File: config.mk
export PLATFORM = sky130hd
export DESIGN_NAME = elliptic_region_row_span
export DESIGN_NICKNAME = d
export VERILOG_FILES = /design/src/ers_pkg.sv /design/src/elliptic_region_row_span.sv
export SDC_FILE = /design/constraint.sdc
export NUM_CORES = 2
export LEC_CHECK = 0
export BUFFER_PORTS_ARGS = -buffer_cell sky130_fd_sc_hd__buf_4
export CORE_MARGIN = 2
export CORE_UTILIZATION = 49
export DETAILED_ROUTE_END_ITERATION = 8
export GPL_TIMING_DRIVEN = 0
export MAX_ROUTING_LAYER = met4
export PLACE_DENSITY = 0.66
export SLEW_MARGIN = 20
export SYNTH_ARGS = -nofsm -noshare
export SYNTH_HDL_FRONTEND = slang
export SYNTH_SLANG_ARGS = --single-unit
File: constraint.sdc
create_clock -name clk -period 14.35 [get_ports clk]
set_input_delay 3.5875 -clock clk [delete_from_list [all_inputs] [get_ports clk]]
set_output_delay 3.5875 -clock clk [all_outputs]
set_load 0.05 [all_outputs]
File: src/ers_pkg.sv
// Shared types and constants for the elliptic row span block.
// Used by elliptic_region_row_span and by its port checker; depends on nothing.
package ers_pkg;

    localparam int MAX_DIM = 4096;

    // Field widths of the input request.
    localparam int COL_W   = 12;
    localparam int ROW_W   = 12;
    localparam int DIM_W   = 13;
    localparam int RIDX_W  = 12;

    // Field widths of the result.
    localparam int SPAN_W  = 12;
    localparam int LEN_W   = 13;
    localparam int ADDR_W  = 24;
    localparam int TOTAL_W = 25;

    // Input tdata layout, lowest field first.
    localparam int IN_COL_LSB  = 0;
    localparam int IN_ROW_LSB  = IN_COL_LSB + COL_W;
    localparam int IN_W_LSB    = IN_ROW_LSB + ROW_W;
    localparam int IN_H_LSB    = IN_W_LSB + DIM_W;
    localparam int IN_RIDX_LSB = IN_H_LSB + DIM_W;
    localparam int IN_BITS     = IN_RIDX_LSB + RIDX_W;
    localparam int IN_DATA_W   = ((IN_BITS + 7) / 8) * 8;

    // Output tdata layout, lowest field first.
    localparam int OUT_FIRST_LSB = 0;
    localparam int OUT_LAST_LSB  = OUT_FIRST_LSB + SPAN_W;
    localparam int OUT_LEN_LSB   = OUT_LAST_LSB + SPAN_W;
    localparam int OUT_ADDR_LSB  = OUT_LEN_LSB + LEN_W;
    localparam int OUT_OFS_LSB   = OUT_ADDR_LSB + ADDR_W;
    localparam int OUT_AFTER_LSB = OUT_OFS_LSB + TOTAL_W;
    localparam int OUT_BITS      = OUT_AFTER_LSB + TOTAL_W;
    localparam int OUT_DATA_W    = ((OUT_BITS + 7) / 8) * 8;

    // Configuration port.
    localparam int CFG_IDX_W = 1;

    typedef enum logic [CFG_IDX_W-1:0] {
        CFG_FIELD_WIDTH  = 1'b0,
        CFG_FIELD_HEIGHT = 1'b1
    } cfg_reg_t;

    // Iteration counts of the serial units.
    localparam int MUL1_STEPS = 13;
    localparam int MUL2_STEPS = 13;
    localparam int SQRT_STEPS = 25;
    localparam int DIV_STEPS  = 13;
    localparam int CNT_W      = 5;

    typedef enum logic [2:0] {
        ST_IDLE,
        ST_MUL1,
        ST_MUL2,
        ST_SQRT,
        ST_PREP,
        ST_DIV,
        ST_FIN
    } state_t;

endpackage

File: src/elliptic_region_row_span.sv
// Row span of an ellipse inscribed in a bounding box, with a running packed total.
// Bit-serial multipliers, square root and dividers; constants from ers_pkg.
//
//   channel | direction | handshake          | payload
//   s_*     | in        | s_tvalid/s_tready  | s_tdata box and row, s_tuser first_row
//   m_*     | out       | m_tvalid/m_tready  | m_tdata span and totals, m_tuser box_error
//   cfg_*   | in        | cfg_valid/cfg_ready| cfg_index, cfg_data (13 bits kept)
//
// A request passes from acceptance to the result register through four radix-2
// multipliers, a radix-4 multiplier, the square root, a preparation step, two
// restoring dividers and a final step; the square root is the longest step. The input
// opens again only when the result is registered, so one request is handled at a time.
// Reset (rst_n low, asynchronous) sets both field dimensions to 4096 and the total to 0.
// A stalled result holds in the output register; the next request is then held in
// its final cycle until the register frees.
module elliptic_region_row_span
(
    input  logic                                 clk,
    input  logic                                 rst_n,
    input  logic                                 s_tvalid,
    output logic                                 s_tready,
    // box_col, box_row, box_width, box_height, row_index, zero padding
    input  logic [ers_pkg::IN_DATA_W-1:0]        s_tdata,
    // first_row
    input  logic                                 s_tuser,
    output logic                                 m_tvalid,
    input  logic                                 m_tready,
    // span_first, span_last, span_len, pixel_addr, packed_offset, total_after, padding
    output logic [ers_pkg::OUT_DATA_W-1:0]       m_tdata,
    // box_error
    output logic                                 m_tuser,
    input  logic                                 cfg_valid,
    output logic                                 cfg_ready,
    input  logic [ers_pkg::CFG_IDX_W-1:0]        cfg_index,
    input  logic [ers_pkg::DIM_W-1:0]            cfg_data
);

    ers_pkg::state_t state_reg, state_next;
    logic [ers_pkg::CNT_W-1:0] cnt_reg, cnt_next;

    logic [12:0] field_width_reg, field_width_next;
    logic [12:0] field_height_reg, field_height_next;
    logic [24:0] total_reg, total_next;
    logic        m_tvalid_reg, m_tvalid_next;

    logic [111:0] m_tdata_reg, m_tdata_next;
    logic         m_tuser_reg, m_tuser_next;

    logic [11:0] col_reg, col_next;
    logic [12:0] w_reg, w_next;
    logic [12:0] h_reg, h_next;
    logic        clear_reg, clear_next;
    logic        err_reg, err_next;

    logic [25:0] q_mc_reg, q_mc_next;
    logic [12:0] q_mp_reg, q_mp_next;
    logic [25:0] q_reg, q_next;
    logic [25:0] ww_mc_reg, ww_mc_next;
    logic [12:0] ww_mp_reg, ww_mp_next;
    logic [49:0] ww_reg, ww_next;
    logic [25:0] bs_mc_reg, bs_mc_next;
    logic [12:0] bs_mp_reg, bs_mp_next;
    logic [25:0] base_reg, base_next;
    logic [25:0] rp_mc_reg, rp_mc_next;
    logic [12:0] rp_mp_reg, rp_mp_next;
    logic [25:0] rp_reg, rp_next;

    logic [49:0] prod_reg, prod_next;
    logic [26:0] rem_reg, rem_next;
    logic [24:0] root_reg, root_next;

    logic [14:0] dhi_r_reg, dhi_r_next;
    logic [12:0] dhi_q_reg, dhi_q_next;
    logic [14:0] dlo_r_reg, dlo_r_next;
    logic [12:0] dlo_q_reg, dlo_q_next;
    logic        base_gt_reg, base_gt_next;

    assign s_tready  = (state_reg == ers_pkg::ST_IDLE);
    assign cfg_ready = 1'b1;
    assign m_tvalid  = m_tvalid_reg;
    assign m_tdata   = m_tdata_reg;
    assign m_tuser   = m_tuser_reg;

    always_comb
    begin
        logic [11:0] in_col;
        logic [11:0] in_row;
        logic [12:0] in_w;
        logic [12:0] in_h;
        logic [11:0] in_ri;
        logic [13:0] b_wide;
        logic [26:0] t_sq;
        logic [26:0] trial;
        logic        sq_ge;
        logic [26:0] nhi;
        logic [26:0] nlo;
        logic [14:0] dvs;
        logic [14:0] t_hi;
        logic [14:0] t_lo;
        logic [12:0] wm1;
        logic [12:0] hi;
        logic [12:0] lo;
        logic        nonempty;
        logic [12:0] len;
        logic [11:0] first;
        logic [11:0] last;
        logic [23:0] addr;
        logic [24:0] total_prev;

        in_col = s_tdata[ers_pkg::IN_COL_LSB +: ers_pkg::COL_W];
        in_row = s_tdata[ers_pkg::IN_ROW_LSB +: ers_pkg::ROW_W];
        in_w   = s_tdata[ers_pkg::IN_W_LSB +: ers_pkg::DIM_W];
        in_h   = s_tdata[ers_pkg::IN_H_LSB +: ers_pkg::DIM_W];
        in_ri  = s_tdata[ers_pkg::IN_RIDX_LSB +: ers_pkg::RIDX_W];
        b_wide = {in_h, 1'b0} - {1'b0, in_ri, 1'b1};

        t_sq  = {rem_reg[24:0], prod_reg[49:48]};
        trial = {root_reg, 2'b01};
        sq_ge = (t_sq >= trial);

        nhi = {1'b0, base_reg} + {2'b00, root_reg};
        nlo = {1'b0, base_reg} + {13'd0, h_reg, 1'b0} - 27'd1 - {2'b00, root_reg};
        dvs = {1'b0, h_reg, 1'b0};
        t_hi = {dhi_r_reg[13:0], dhi_q_reg[12]};
        t_lo = {dlo_r_reg[13:0], dlo_q_reg[12]};

        wm1        = w_reg - 13'd1;
        hi         = (dhi_q_reg > wm1) ? wm1 : dhi_q_reg;
        lo         = base_gt_reg ? dlo_q_reg : 13'd0;
        nonempty   = !err_reg && (w_reg != 13'd0) && (hi >= lo);
        len        = nonempty ? (hi - lo + 13'd1) : 13'd0;
        first      = nonempty ? lo[11:0] : 12'd0;
        last       = nonempty ? hi[11:0] : 12'd0;
        addr       = nonempty ? (rp_reg[23:0] + {12'd0, col_reg} + {12'd0, lo[11:0]}) : 24'd0;
        total_prev = clear_reg ? 25'd0 : total_reg;

        state_next        = state_reg;
        cnt_next          = cnt_reg;
        field_width_next  = field_width_reg;
        field_height_next = field_height_reg;
        total_next        = total_reg;
        m_tvalid_next     = m_tvalid_reg;
        m_tdata_next      = m_tdata_reg;
        m_tuser_next      = m_tuser_reg;
        col_next          = col_reg;
        w_next            = w_reg;
        h_next            = h_reg;
        clear_next        = clear_reg;
        err_next          = err_reg;
        q_mc_next         = q_mc_reg;
        q_mp_next         = q_mp_reg;
        q_next            = q_reg;
        ww_mc_next        = ww_mc_reg;
        ww_mp_next        = ww_mp_reg;
        ww_next           = ww_reg;
        bs_mc_next        = bs_mc_reg;
        bs_mp_next        = bs_mp_reg;
        base_next         = base_reg;
        rp_mc_next        = rp_mc_reg;
        rp_mp_next        = rp_mp_reg;
        rp_next           = rp_reg;
        prod_next         = prod_reg;
        rem_next          = rem_reg;
        root_next         = root_reg;
        dhi_r_next        = dhi_r_reg;
        dhi_q_next        = dhi_q_reg;
        dlo_r_next        = dlo_r_reg;
        dlo_q_next        = dlo_q_reg;
        base_gt_next      = base_gt_reg;

        if (cfg_valid)
        begin
            case (cfg_index)
                ers_pkg::CFG_FIELD_WIDTH:  field_width_next  = cfg_data;
                ers_pkg::CFG_FIELD_HEIGHT: field_height_next = cfg_data;
                default: ;
            endcase
        end

        if (m_tvalid_reg && m_tready)
        begin
            m_tvalid_next = 1'b0;
        end

        case (state_reg)
            ers_pkg::ST_IDLE:
            begin
                if (s_tvalid)
                begin
                    col_next   = in_col;
                    w_next     = in_w;
                    h_next     = in_h;
                    clear_next = s_tuser;
                    err_next   = (({2'b00, in_col} + {1'b0, in_w}) > {1'b0, field_width_reg})
                              || (({2'b00, in_row} + {1'b0, in_h}) > {1'b0, field_height_reg})
                              || ({1'b0, in_ri} >= in_h);
                    // q = (2i+1)(2H-2i-1), W*W, H(W-1) and the row start of the field.
                    q_mc_next  = {13'd0, in_ri, 1'b1};
                    q_mp_next  = b_wide[12:0];
                    q_next     = 26'd0;
                    ww_mc_next = {13'd0, in_w};
                    ww_mp_next = in_w;
                    ww_next    = 50'd0;
                    bs_mc_next = {13'd0, in_h};
                    bs_mp_next = in_w - 13'd1;
                    base_next  = 26'd0;
                    rp_mc_next = {13'd0, {1'b0, in_row} + {1'b0, in_ri}};
                    rp_mp_next = field_width_reg;
                    rp_next    = 26'd0;
                    prod_next  = 50'd0;
                    rem_next   = 27'd0;
                    root_next  = 25'd0;
                    cnt_next   = '0;
                    state_next = ers_pkg::ST_MUL1;
                end
            end

            ers_pkg::ST_MUL1:
            begin
                q_next     = q_reg + (q_mp_reg[0] ? q_mc_reg : 26'd0);
                ww_next    = ww_reg + (ww_mp_reg[0] ? {24'd0, ww_mc_reg} : 50'd0);
                base_next  = base_reg + (bs_mp_reg[0] ? bs_mc_reg : 26'd0);
                rp_next    = rp_reg + (rp_mp_reg[0] ? rp_mc_reg : 26'd0);
                q_mc_next  = {q_mc_reg[24:0], 1'b0};
                ww_mc_next = {ww_mc_reg[24:0], 1'b0};
                bs_mc_next = {bs_mc_reg[24:0], 1'b0};
                rp_mc_next = {rp_mc_reg[24:0], 1'b0};
                q_mp_next  = {1'b0, q_mp_reg[12:1]};
                ww_mp_next = {1'b0, ww_mp_reg[12:1]};
                bs_mp_next = {1'b0, bs_mp_reg[12:1]};
                rp_mp_next = {1'b0, rp_mp_reg[12:1]};
                cnt_next   = cnt_reg + ers_pkg::CNT_W'(1);
                if (cnt_reg == ers_pkg::CNT_W'(ers_pkg::MUL1_STEPS - 1))
                begin
                    cnt_next   = '0;
                    state_next = ers_pkg::ST_MUL2;
                end
            end

            ers_pkg::ST_MUL2:
            begin
                // Two multiplier bits of q per cycle against the shifting W*W.
                prod_next = prod_reg + (q_reg[0] ? ww_reg : 50'd0)
                                     + (q_reg[1] ? {ww_reg[48:0], 1'b0} : 50'd0);
                ww_next   = {ww_reg[47:0], 2'b00};
                q_next    = {2'b00, q_reg[25:2]};
                cnt_next  = cnt_reg + ers_pkg::CNT_W'(1);
                if (cnt_reg == ers_pkg::CNT_W'(ers_pkg::MUL2_STEPS - 1))
                begin
                    cnt_next   = '0;
                    state_next = ers_pkg::ST_SQRT;
                end
            end

            ers_pkg::ST_SQRT:
            begin
                // One root bit per cycle from the top two bits of the radicand.
                prod_next = {prod_reg[47:0], 2'b00};
                rem_next  = sq_ge ? (t_sq - trial) : t_sq;
                root_next = {root_reg[23:0], sq_ge};
                cnt_next  = cnt_reg + ers_pkg::CNT_W'(1);
                if (cnt_reg == ers_pkg::CNT_W'(ers_pkg::SQRT_STEPS - 1))
                begin
                    cnt_next   = '0;
                    state_next = ers_pkg::ST_PREP;
                end
            end

            ers_pkg::ST_PREP:
            begin
                // The lower bound is a ceiling, so d-1 is added before the floor division.
                base_gt_next = (base_reg > {1'b0, root_reg});
                dhi_r_next   = {2'b00, nhi[25:13]};
                dhi_q_next   = nhi[12:0];
                dlo_r_next   = {2'b00, nlo[25:13]};
                dlo_q_next   = nlo[12:0];
                state_next   = ers_pkg::ST_DIV;
            end

            ers_pkg::ST_DIV:
            begin
                dhi_r_next = (t_hi >= dvs) ? (t_hi - dvs) : t_hi;
                dhi_q_next = {dhi_q_reg[11:0], (t_hi >= dvs)};
                dlo_r_next = (t_lo >= dvs) ? (t_lo - dvs) : t_lo;
                dlo_q_next = {dlo_q_reg[11:0], (t_lo >= dvs)};
                cnt_next   = cnt_reg + ers_pkg::CNT_W'(1);
                if (cnt_reg == ers_pkg::CNT_W'(ers_pkg::DIV_STEPS - 1))
                begin
                    cnt_next   = '0;
                    state_next = ers_pkg::ST_FIN;
                end
            end

            ers_pkg::ST_FIN:
            begin
                if (!m_tvalid_reg || m_tready)
                begin
                    total_next    = total_prev + {12'd0, len};
                    m_tdata_next  = {1'b0, total_prev + {12'd0, len}, total_prev, addr, len,
                                     last, first};
                    m_tuser_next  = err_reg;
                    m_tvalid_next = 1'b1;
                    state_next    = ers_pkg::ST_IDLE;
                end
            end

            default:
            begin
                state_next = ers_pkg::ST_IDLE;
            end
        endcase
    end

    always_ff @(posedge clk or negedge rst_n)
    begin
        if (!rst_n)
        begin
            state_reg        <= ers_pkg::ST_IDLE;
            cnt_reg          <= '0;
            field_width_reg  <= 13'(ers_pkg::MAX_DIM);
            field_height_reg <= 13'(ers_pkg::MAX_DIM);
            total_reg        <= 25'd0;
            m_tvalid_reg     <= 1'b0;
        end
        else
        begin
            state_reg        <= state_next;
            cnt_reg          <= cnt_next;
            field_width_reg  <= field_width_next;
            field_height_reg <= field_height_next;
            total_reg        <= total_next;
            m_tvalid_reg     <= m_tvalid_next;
        end
    end

    always_ff @(posedge clk)
    begin
        m_tdata_reg <= m_tdata_next;
        m_tuser_reg <= m_tuser_next;
        col_reg     <= col_next;
        w_reg       <= w_next;
        h_reg       <= h_next;
        clear_reg   <= clear_next;
        err_reg     <= err_next;
        q_mc_reg    <= q_mc_next;
        q_mp_reg    <= q_mp_next;
        q_reg       <= q_next;
        ww_mc_reg   <= ww_mc_next;
        ww_mp_reg   <= ww_mp_next;
        ww_reg      <= ww_next;
        bs_mc_reg   <= bs_mc_next;
        bs_mp_reg   <= bs_mp_next;
        base_reg    <= base_next;
        rp_mc_reg   <= rp_mc_next;
        rp_mp_reg   <= rp_mp_next;
        rp_reg      <= rp_next;
        prod_reg    <= prod_next;
        rem_reg     <= rem_next;
        root_reg    <= root_next;
        dhi_r_reg   <= dhi_r_next;
        dhi_q_reg   <= dhi_q_next;
        dlo_r_reg   <= dlo_r_next;
        dlo_q_reg   <= dlo_q_next;
        base_gt_reg <= base_gt_next;
    end

endmodule

==> reports/metrics.cfg <==
[critical_path]
r2r_setup_slack_ps = 4720
rr_endpoint = total_reg[20]
start_kind = flip-flop
crit_fanout = 10
crit_path_max_incr_delay_ps = 550
cp-end-kind = flip-flop
reg2reg_from = w_reg[2]
critPathKind = reg2reg
required_ps = 14870
slowest_stage = o21ai_1
critical_path.most_common_cell = a21o_1
critPathArrivalTime_ps = 10160
worstRegToRegCells = 41

[run_status]
status = completed

[cells_and_area]
drive_gt1_share_pct = 7.76
final_nets = 5677
largest_register_ffs = 111
area_growth_pct = 12.8

[grt]
use_met3_pct = 2.98
globalRouteMet1Util_pct = 39.6
busiest_layer = met2
grt_pass1_vias = 34846
gr-total-overflow = 0
grt_pass1_wl_um = 204000
grt.total_usage_pct = 27.7
grt_use_met2_pct = 41.8
grt_max_degree = 61
grt_antenna_before_repair = 4

[synth]
synth_area_sq_um = 46600
async_flop_share_pct = 9.27
synthFlopType = edfxtp_1
synth_edf_count = 587
syn_avg_cell_area_sq_um = 9.76
netlist_instances = 4776
yosys_warnings = 0
yosysSeqAreaShare_pct = 41.0
synth_nets = 5387
synth_seq_cells = 647
yosysUniqueCellTypes = 89

[place]
portBuffers = 195
gp_congestion = 0.947
place_hpwl_um = 104000

[floorplan]
die_h_um = 312
fp.dieW_um = 312
core-area_sq_um = 94600
start_util_pct = 49.3
io_pins = 200
die_area_sq_um = 97600
rows = 113

[sta]
setup-tns-final_ps = 0
hold_viol = 0
rsz0062_at_grt = no
slew_headroom_pct = 18.0
slew_violations = 0
min_period_ps = 9630
fmax_ghz = 0.104
worst_slew_pin_slew_ps = 1230
fin_crit_sh_pct = 67.1
setup_viol = 0
skew_ps = 21.8

[cts]
numCtsBuffers = 75
root_buffer = clkbuf_16
cts_tree = done
path_clk_slew_ps = 60
cts_buffer_depth = 3
clock_latency_ps = 640
ctsResizeCount = 0
postCtsSetupBuffers = 0
hold_buffers = 0
cts_sinks = 647
cts_htree_levels = 3

[min_path]
hold_class = reg2reg
hold_depth = 2
hold_end = total_reg[5]
hp-start = total_reg[5]

[drt]
initialDrtViolationCount = 3557
vias_per_cell = 5.77
drc = 0
routed_wl_um = 133000
drt_first_pass_iters = 6
antenna_left = 0
via_count = 36892
wl_per_cell_um = 20.9

[job]
max-cap-violations = 0

==> cell usage after synthesis (6+ instances only) <==
library cell,number,area (sq um)
o41ai_1,12,105
nor2_1,373,1400
or2_2,9,56.3
o21a_1,36,270
o21ai_1,45,225
xor2_1,144,1260
and3_1,75,469
dfrtp_1,58,1450
buf_1,15,56.3
a31oi_1,23,144
a21oi_1,301,1510
a21o_1,136,1020
a221o_1,14,140
nor4_1,21,131
inv_1,314,1180
fa_1,99,1980
nor2b_1,82,513
ha_1,428,5360
mux2i_1,35,350
nor3_1,84,420
a21boi_1,12,90.1
nand3_1,64,320
xnor2_1,183,1600
and2_1,215,1350
a211oi_1,38,285
a21boi_0,10,75.1
mux2_2,22,248
o31a_1,6,52.6
o21ai_0,298,1490
or3_1,24,150
o21bai_1,58,435
nor3b_1,11,82.6
o31ai_1,28,210
clkbuf_1,141,529
nand2b_1,50,313
nand4_1,50,313
a311oi_1,6,52.6
o211ai_1,19,143
a22o_1,12,105
o22ai_1,13,81.3
edfxtp_1,587,17600
nand2_1,510,1910
==> worst max-delay path, delay by kind of cell, from the launching register on <==
| kind | cells | cell delay (ps) |
|---|---|---|
| adders and majority gates | 4 | 1230 |
| DFF | 1 | 450 |
| muxes | 1 | 380 |
| and+or+nand+nor | 8 | 1310 |
| AOI/OAI and AO/OA | 22 | 4840 |
| xor gates and xnor gates | 1 | 210 |
| buffers and inverters | 5 | 1100 |
==> cell type report <==
cell class | instances | area [sq um]
antenna | 4 | 10.0
timing repair buffer | 213 | 1810
sequential | 647 | 19100
fill | 8423 | 42000
clock inverter | 38 | 417
buffer | 162 | 627
inverter | 315 | 1180
clock buffer | 100 | 2070
multi-input combinational | 3652 | 25700
tap | 1265 | 1580
==> cells by family after synthesis <==
group / after synthesis / share of synthesized area [%]
XOR/XNOR: 327 / 6.14
adder cells (fa/ha/maj): 528 / 15.8
AND/OR/NAND/NOR: 1595 / 16.4
multiplexers: 63 / 1.44
flip-flops: 647 / 41.0
buffers and inverters: 477 / 3.87
other: 2 / 0.0161
AO/OA/AOI/OAI: 1137 / 15.3
==> routing by layer <==
layer  up-vias  part of all wire, %
met5         -                    0
met4         0                  2.8
met3       176                  6.8
met2      1253                   44
met1     17822                   46
li1      17641                    -
==> per-stage QoR <==
step	setup slack (ps)	instances	utilization, %	instance area (sq um)	hold slack (ps)
2_1_floorplan	4460	4776	-	46600	427
3_3_place_gp	829	6236	52.5	49700	449
3_5_place_dp	4730	6254	52.9	50100	454
4_1_cts	4670	6392	55.6	52500	468
5_1_grt	4090	6394	55.6	52500	491
6_report	4720	6396	55.6	52600	468
==> how the worst max path moves through the flow <==
stage                     slack (ps)      from       endpoint
after floorplan                 4460  s_tvalid       q_reg[0]
after CTS                       4670  w_reg[2]  total_reg[20]
after global placement           830  s_tvalid      q_reg[12]
final                           4720  w_reg[2]  total_reg[20]
after global routing            4090  w_reg[2]  total_reg[20]
after detailed placement        4730  w_reg[2]  total_reg[20]
==> cell usage in the layout (no fill, tap or decap), drive strengths merged, types with 28 or more instances in the layout <==
cell	n
nand4	50
buf	234
nand3	64
nor2b	82
clkbuf	241
nand2	510
mux2	28
xnor2	183
o31ai	30
o21bai	59
o21ai	344
a21oi	301
o21a	36
edfxtp	587
ha	428
nor3	84
a21o	136
and2	215
inv	316
dfrtp	58
a211oi	38
xor2	144
and3	76
mux2i	35
nor2	373
fa	99
nand2b	50
Power is not shown: default switching activity piles up to over one toggle a cycle in this logic, so the estimate is an artifact.
